===== src/rtl/xoshiro256ss_random_generator_macros.svh =====
// Assertion helpers for the generator; clock and reset are the top level's.
`ifndef XOSHIRO256SS_RANDOM_GENERATOR_MACROS_SVH
`define XOSHIRO256SS_RANDOM_GENERATOR_MACROS_SVH

// Consequent must hold in the same cycle.
`define XSR_ASSERT_NOW(label, ante, cons) \
	label: assert property (@(posedge clk) disable iff (!arst_n) (ante) |-> (cons)) \
		else $error("xsr assertion failed");

// Consequent must hold in the next cycle.
`define XSR_ASSERT_NEXT(label, ante, cons) \
	label: assert property (@(posedge clk) disable iff (!arst_n) (ante) |=> (cons)) \
		else $error("xsr assertion failed");

`endif


===== src/rtl/xsr_pkg.sv =====
`timescale 1ns / 1ps
`default_nettype none
package xsr_pkg;

	localparam int UADDR_W = 4;

	localparam logic [63:0] GOLDEN_GAMMA = 64'h9e3779b97f4a7c15;
	localparam logic [63:0] MIX_MUL_A    = 64'hbf58476d1ce4e5b9;
	localparam logic [63:0] MIX_MUL_B    = 64'h94d049bb133111eb;

	localparam logic [1:0] REQ_RESEED  = 2'd0;
	localparam logic [1:0] REQ_RAW     = 2'd1;
	localparam logic [1:0] REQ_BOUNDED = 2'd2;

	// datapath operation of one step
	typedef enum logic [3:0] {
		OP_NONE,
		OP_SEED_ADD,   // acc += gamma, z = acc ^ (acc >> 30)
		OP_MUL_LL,     // p = z_lo * c_lo
		OP_MUL_HL,     // p += (z_hi * c_lo) << 32
		OP_MUL_LHZ,    // z = p + (z_lo * c_hi) << 32
		OP_XS27,       // z ^= z >> 27
		OP_MIX_FIN,    // word[k] = z ^ (z >> 31), k++
		OP_DRAW_ROT,   // z = rotl(w1 * 5, 7), advance state
		OP_TIMES9,     // z = z * 9
		OP_BND_LO,     // p = frac_lo * bound
		OP_BND_HI      // result from (p >> 32) + frac_hi * bound
	} op_t;

	typedef enum logic [1:0] {
		SEQ_NEXT,
		SEQ_DONE,
		SEQ_LOOP,      // jump to target until the last word is written
		SEQ_RAW        // done for a raw draw, else fall through
	} seq_t;

	typedef enum logic [1:0] {
		RES_ZERO,
		RES_T9,
		RES_BND
	} res_t;

	typedef struct packed {
		op_t                  op;
		logic                 csel;    // 0: MIX_MUL_A, 1: MIX_MUL_B
		seq_t                 seq;
		res_t                 res;
		logic [UADDR_W-1:0]   target;
	} ucode_t;

	localparam logic [UADDR_W-1:0] ENTRY_RESEED = 4'd0;
	localparam logic [UADDR_W-1:0] ENTRY_DRAW   = 4'd9;
	localparam logic [UADDR_W-1:0] ENTRY_NOP    = 4'd13;

	function automatic ucode_t ucode_rom(input logic [UADDR_W-1:0] addr);
		ucode_t cw;
		cw = '{op: OP_NONE, csel: 1'b0, seq: SEQ_DONE, res: RES_ZERO, target: '0};
		unique case (addr)
			4'd0:  cw = '{OP_SEED_ADD, 1'b0, SEQ_NEXT, RES_ZERO, 4'd0};
			4'd1:  cw = '{OP_MUL_LL,   1'b0, SEQ_NEXT, RES_ZERO, 4'd0};
			4'd2:  cw = '{OP_MUL_HL,   1'b0, SEQ_NEXT, RES_ZERO, 4'd0};
			4'd3:  cw = '{OP_MUL_LHZ,  1'b0, SEQ_NEXT, RES_ZERO, 4'd0};
			4'd4:  cw = '{OP_XS27,     1'b0, SEQ_NEXT, RES_ZERO, 4'd0};
			4'd5:  cw = '{OP_MUL_LL,   1'b1, SEQ_NEXT, RES_ZERO, 4'd0};
			4'd6:  cw = '{OP_MUL_HL,   1'b1, SEQ_NEXT, RES_ZERO, 4'd0};
			4'd7:  cw = '{OP_MUL_LHZ,  1'b1, SEQ_NEXT, RES_ZERO, 4'd0};
			4'd8:  cw = '{OP_MIX_FIN,  1'b0, SEQ_LOOP, RES_ZERO, ENTRY_RESEED};
			4'd9:  cw = '{OP_DRAW_ROT, 1'b0, SEQ_NEXT, RES_ZERO, 4'd0};
			4'd10: cw = '{OP_TIMES9,   1'b0, SEQ_RAW,  RES_T9,   4'd0};
			4'd11: cw = '{OP_BND_LO,   1'b0, SEQ_NEXT, RES_ZERO, 4'd0};
			4'd12: cw = '{OP_BND_HI,   1'b0, SEQ_DONE, RES_BND,  4'd0};
			default: cw = '{OP_NONE,   1'b0, SEQ_DONE, RES_ZERO, 4'd0};
		endcase
		return cw;
	endfunction

endpackage
`default_nettype wire


===== src/rtl/xoshiro256ss_random_generator.sv =====
// channel | signals                              | direction
// in      | in_valid, in_ready, req_type, bound  | request item into block
// out     | out_valid, out_ready, value          | result item out of block
// cfg     | cfg_valid, cfg_ready, cfg_data       | seed register write
// A microcode ROM steps one control word per cycle over one shared 32x32 multiplier.
// Program length in steps: raw draw 2, bounded draw 4, unused code 1, reseed 36
// (4 SplitMix64 rounds of 9 steps, two 64-bit multiplies of 3 steps each).
// in_ready is high when no program runs, so items arrive in the cycle after the last step.
// The finished item waits in the output register while the next program runs; that
// program stalls on its final step while the register is full. Reset zeroes state and seed.
`timescale 1ns / 1ps
`default_nettype none
`include "xoshiro256ss_random_generator_macros.svh"
module xoshiro256ss_random_generator (
	input  wire logic        clk,
	input  wire logic        arst_n,
	input  wire logic        cfg_valid,
	output logic             cfg_ready,
	input  wire logic [63:0] cfg_data,
	input  wire logic        in_valid,
	output logic             in_ready,
	input  wire logic [1:0]  req_type,
	input  wire logic [30:0] bound,
	output logic             out_valid,
	input  wire logic        out_ready,
	output logic [63:0]      value
);
	import xsr_pkg::*;

	logic [63:0]        w_q [4];
	logic [63:0]        seed_q;
	logic [63:0]        acc_q;
	logic [63:0]        z_q;
	logic [63:0]        p_q;
	logic [30:0]        bound_q;
	logic [1:0]         req_q;
	logic [1:0]         k_q;
	logic [UADDR_W-1:0] pc_q;
	logic               busy_q;
	logic               out_valid_q;
	logic [63:0]        value_q;

	ucode_t             cw;
	logic               is_done;
	logic               adv;
	logic               in_acc;
	logic [UADDR_W-1:0] entry;
	logic [63:0]        cst;
	logic [31:0]        mul_a;
	logic [31:0]        mul_b;
	logic [63:0]        prod;
	logic [63:0]        acc_nxt;
	logic [63:0]        t9;
	logic [63:0]        w1x5;
	logic [63:0]        n0, n1, n2, n3;
	logic [63:0]        mid;
	logic [63:0]        res_val;

	assign cw        = ucode_rom(pc_q);
	assign cfg_ready = 1'b1;
	assign in_ready  = !busy_q;
	assign in_acc    = in_valid && in_ready;
	assign out_valid = out_valid_q;
	assign value     = value_q;

	always_comb begin
		unique case (cw.seq)
			SEQ_NEXT: is_done = 1'b0;
			SEQ_DONE: is_done = 1'b1;
			SEQ_LOOP: is_done = (k_q == 2'd3);
			SEQ_RAW:  is_done = (req_q == REQ_RAW);
			default:  is_done = 1'b1;
		endcase
	end

	// a final step waits while the previous item still sits in the output register
	assign adv = busy_q && !(is_done && out_valid_q && !out_ready);

	always_comb begin
		unique case (req_type)
			REQ_RESEED:  entry = ENTRY_RESEED;
			REQ_RAW:     entry = ENTRY_DRAW;
			REQ_BOUNDED: entry = ENTRY_DRAW;
			default:     entry = ENTRY_NOP;
		endcase
	end

	// shared multiplier
	assign cst = cw.csel ? MIX_MUL_B : MIX_MUL_A;
	always_comb begin
		mul_a = z_q[31:0];
		mul_b = cst[31:0];
		unique case (cw.op)
			OP_MUL_HL:  mul_a = z_q[63:32];
			OP_MUL_LHZ: mul_b = cst[63:32];
			OP_BND_LO: begin
				mul_a = z_q[42:11];
				mul_b = {1'b0, bound_q};
			end
			OP_BND_HI: begin
				mul_a = {11'b0, z_q[63:43]};
				mul_b = {1'b0, bound_q};
			end
			default: begin
				mul_a = z_q[31:0];
				mul_b = cst[31:0];
			end
		endcase
	end
	assign prod = mul_a * mul_b;

	assign acc_nxt = acc_q + GOLDEN_GAMMA;
	assign t9      = z_q + {z_q[60:0], 3'b0};
	assign w1x5    = w_q[1] + {w_q[1][61:0], 2'b0};
	assign mid     = {32'b0, p_q[63:32]} + prod;

	// xoshiro256 linear step on the current words
	always_comb begin
		logic [63:0] x2;
		logic [63:0] x3;
		x2 = w_q[2] ^ w_q[0];
		x3 = w_q[3] ^ w_q[1];
		n1 = w_q[1] ^ x2;
		n0 = w_q[0] ^ x3;
		n2 = x2 ^ {w_q[1][46:0], 17'b0};
		n3 = {x3[18:0], x3[63:19]};
	end

	always_comb begin
		unique case (cw.res)
			RES_ZERO: res_val = 64'd0;
			RES_T9:   res_val = t9;
			RES_BND:  res_val = {21'b0, mid[63:21]};
			default:  res_val = 64'd0;
		endcase
	end

	always_ff @(posedge clk or negedge arst_n) begin
		if (!arst_n) begin
			busy_q      <= 1'b0;
			pc_q        <= '0;
			k_q         <= '0;
			req_q       <= '0;
			out_valid_q <= 1'b0;
			seed_q      <= '0;
			for (int i = 0; i < 4; i++) begin
				w_q[i] <= '0;
			end
		end else begin
			if (cfg_valid && cfg_ready) begin
				seed_q <= cfg_data;
			end
			if (in_acc) begin
				busy_q <= 1'b1;
				pc_q   <= entry;
				req_q  <= req_type;
				k_q    <= '0;
			end else if (adv) begin
				if (is_done) begin
					busy_q <= 1'b0;
				end else if (cw.seq == SEQ_LOOP) begin
					pc_q <= cw.target;
				end else begin
					pc_q <= pc_q + 1'b1;
				end
				if (cw.op == OP_MIX_FIN) begin
					w_q[k_q] <= z_q ^ {31'b0, z_q[63:31]};
					k_q      <= k_q + 1'b1;
				end
				if (cw.op == OP_DRAW_ROT) begin
					w_q[0] <= n0;
					w_q[1] <= n1;
					w_q[2] <= n2;
					w_q[3] <= n3;
				end
			end
			if (adv && is_done) begin
				out_valid_q <= 1'b1;
			end else if (out_ready) begin
				out_valid_q <= 1'b0;
			end
		end
	end

	// datapath payload
	always_ff @(posedge clk) begin
		if (in_acc) begin
			acc_q   <= seed_q;
			bound_q <= bound;
		end else if (adv) begin
			unique case (cw.op)
				OP_SEED_ADD: begin
					acc_q <= acc_nxt;
					z_q   <= acc_nxt ^ {30'b0, acc_nxt[63:30]};
				end
				OP_MUL_LL:   p_q <= prod;
				OP_MUL_HL:   p_q <= p_q + {prod[31:0], 32'b0};
				OP_MUL_LHZ:  z_q <= p_q + {prod[31:0], 32'b0};
				OP_XS27:     z_q <= z_q ^ {27'b0, z_q[63:27]};
				OP_DRAW_ROT: z_q <= {w1x5[56:0], w1x5[63:57]};
				OP_TIMES9:   z_q <= t9;
				OP_BND_LO:   p_q <= prod;
				default: begin
				end
			endcase
		end
		if (adv && is_done) begin
			value_q <= res_val;
		end
	end

	`XSR_ASSERT_NEXT(a_accept_busy, in_acc, busy_q && !in_ready)
	`XSR_ASSERT_NEXT(a_done_posts, adv && is_done, out_valid_q && !busy_q)
	`XSR_ASSERT_NEXT(a_bounded_below,
		adv && is_done && (cw.res == RES_BND),
		(value_q < {33'b0, bound_q}) || (bound_q == 31'd0))
	`XSR_ASSERT_NOW(a_stall_only_full, busy_q && !adv, out_valid_q && !out_ready)

endmodule
`default_nettype wire

===== config.mk =====
export PLATFORM = sky130hd
export DESIGN_NAME = xoshiro256ss_random_generator
export DESIGN_NICKNAME = d
export VERILOG_FILES = /design/src/rtl/xsr_pkg.sv /design/src/rtl/xoshiro256ss_random_generator.sv
export VERILOG_INCLUDE_DIRS = /design/src /design/src/rtl
export SDC_FILE = /design/constraint.sdc
export NUM_CORES = 2
export LEC_CHECK = 0
export BUFFER_PORTS_ARGS = -buffer_cell sky130_fd_sc_hd__buf_2
export CAP_MARGIN = 25
export CORE_MARGIN = 5
export CORE_UTILIZATION = 55
export CTS_CLUSTER_SIZE = 28
export DETAILED_ROUTE_END_ITERATION = 12
export PLACE_DENSITY = 0.71
export SETUP_SLACK_MARGIN = 0.2
export SLEW_MARGIN = 30
export SYNTH_ARGS = -nofsm -noshare
export SYNTH_HDL_FRONTEND = slang
export SYNTH_SLANG_ARGS = --single-unit

===== constraint.sdc =====
create_clock -name clk -period 33.1 [get_ports clk]
set_input_delay 9.93 -clock clk [delete_from_list [all_inputs] [get_ports clk]]
set_output_delay 9.93 -clock clk [all_outputs]
set_load 0.1 [all_outputs]

==> flow_summary.toml <==
[yosys]
syn_area_um2 = 75400
netlist-cell-type-count = 108
yosysWarnings = 0
synth-main-ff-cell = "dfrtp_1"
syn_inst = 8716
seq_area_frac_synth = 0.224
synth-edff-count = 287
synth-seq-cells = 617
syn_nets = 10145
synthArstFlopShare = 0.535
synth.avg_cell_area_um2 = 8.65

[detailed_routing]
drt_iter0_drc = 9672
drc = 0
wl_mm = 323
drt.antenna.violating_nets = 0
viasPerCell = 6.57
wl_per_cell_um = 30.9
dr.pass1.iters = 9
dr_total_vias = 68676

[clocking]
cts.htree.levels = 3
clockBufferDepth = 3
numCtsBuffers = 75
ctsResizeCount = 0
hold_buffers = 0
cts_tree = "done"
clock_sinks = 617
cts_root_buffer = "clkbuf_16"
cts_post_setup_buffers_inserted = 0
clkLatencyLatePin_ps = 720
clkTransAtPathRegs_ps = 70

[timing]
fin_setup_tns_ps = 0
rsz0062_at_grt = "false"
min_period_ps = 14710
max_freq_mhz = 68.0
setup_viol_count_final = 0
drv_slew = 0
slew_headroom = 0.231
hold_viol_final = 0
fin_ws_ps = 18390
tightest_slew_ps = 1150
fin_crit_sh = 0.444
clock_skew_ps = 52.9

[grt]
grt_pass1_vias = 66328
grt_max_degree = 164
gr-total-overflow = 0
grt_pass1_wl_mm = 461
antenna_found_initial = 34
track_usage = 0.436

[critical_path]
path_common_cell = "fa_1"
critPathMaxStageDelay_ps = 870
cp_slowest_cell = "clkinv_1"
startpoint_type = "register"
crit_fanout = 24
critical_path_class = "register to register"
critPathCaptureType = "register"
cp.required_ps = 33510
arrival_ps = 15120

[die]
dieHeight_um = 380
core-area_um2 = 136000
initial_utilization = 0.555
num_rows = 135
die_w_um = 380
ios = 169
die_area_um2 = 145000

[cells_and_area]
nNetsFinal = 10027
multi_input_area_um2 = 53000
seqCellArea_um2 = 16900
area_delta_synth_final_pct = 7.39
final_common_cell = "nor2_1"
n_fill_cell = 12076
drive_gt1_frac = 0.0781
most-common-layout-cells = "nor2_1 (1064), inv_1 (1009), nand2_1 (991)"

[flow_run]
timing.max_cap.violations = 0

[outcome]
status = "complete, no violations"

[placement]
port_buffers = 167
post-place-ws_ps = 19220
place_congestion = 1.05
hpwl_mm = 251

[min_path]
hold_path.class = "register to register"
## synth_stat cells (all sizes together) (70+ instances only)
| library cell | count | area share |
|---|---|---|
| a21o | 154 | 0.015 |
| a21oi | 649 | 0.043 |
| a22oi | 70 | 0.0070 |
| a31oi | 184 | 0.015 |
| clkbuf | 484 | 0.024 |
| dfrtp | 330 | 0.11 |
| edfxtp | 287 | 0.11 |
| fa | 899 | 0.24 |
| ha | 428 | 0.071 |
| inv | 1011 | 0.050 |
| nand2 | 995 | 0.050 |
| nand3 | 103 | 0.0069 |
| nor2 | 1075 | 0.054 |
| nor3 | 100 | 0.0067 |
| o21ai | 332 | 0.022 |
| o22ai | 106 | 0.0088 |
| xnor2 | 293 | 0.034 |
| xor2 | 268 | 0.031 |
## layer usage
layer  global-route usage  vias to the layer above  part of all wire
met5              0.00132                        -           0.00061
li1                     -                    28687                 -
met4                0.211                       26             0.061
met1                0.585                    34071              0.38
met3                0.168                      998              0.15
met2                0.621                     4894              0.41
## cell families (layout without fill, tap and decap cells)
group,Yosys count,in the layout,share of synthesized area
buffers and inverters,1563,1507,0.0785
and+or+nand+nor,2663,2663,0.152
xor gates and xnor gates,561,561,0.0653
AOI/OAI and AO/OA,1903,1903,0.159
muxes,81,81,0.0118
DFF,617,617,0.224
adders and majority gates,1327,1327,0.310
other,1,13,0.0000497
## metrics by stage
step           utilization  instances  area (µm²)  hold WS [ps]
6_report             0.596      10453       81000           506
5_1_grt              0.596      10442       80900           522
4_1_cts              0.595      10438       80800           505
3_5_place_dp         0.575      10299       78100           489
3_3_place_gp         0.574      10297       78000           492
2_1_floorplan            -       8716       75400           440
## sequential cells by signal, summed over array words and instances, names as in the netlist
signal	flops
value	64
k_q	2
busy_q	1
w_q	256
z_q	64
acc_q	64
out_valid	1
p_q	64
pc_q	4
bound_q	31
seed_q	64
req_q	2
## cell type report
type / count / share of cell area
Antenna cell: 12 / 0.000371
Clock buffer: 95 / 0.0251
Clock inverter: 44 / 0.00751
Inverter: 1011 / 0.0469
Multi-Input combinational cell: 6536 / 0.654
Sequential cell: 617 / 0.208
Tap cell: 1781 / 0.0275
Timing Repair Buffer: 357 / 0.0298
## worst max-delay path: cells and delay by family, from the launching register on
kind,cells,cell delay (ps)
compound gates,7,3220
buf+inv,8,1410
simple gates,13,3450
flops,1,680
fa+ha+maj,11,5180
xor+xnor,1,450
## final timing paths
check / from / end / slack [ps] / cells past startpoint
max in group asynchronous: arst_n / w_q[131]$_DFFE_PN0P_ / 22750 / 2
min in group asynchronous: arst_n / w_q[172]$_DFFE_PN0P_ / 9100 / 1
worst min-delay path: seed_q[36]$_DFFE_PN0P_ / seed_q[36]$_DFFE_PN0P_ / 510 / 1
worst max-delay path: pc_q[0]$_DFFE_PN0P_ / value[38]$_SDFFCE_PN0P_ / 18390 / 40
worst min register to register: seed_q[36]$_DFFE_PN0P_ / seed_q[36]$_DFFE_PN0P_ / 510 / 1
worst max register to register: pc_q[0]$_DFFE_PN0P_ / value[38]$_SDFFCE_PN0P_ / 18390 / 40
Power is left out: the tool's default activity adds up to more than one toggle a clock period on the data nets, which glitch-free logic cannot reach.
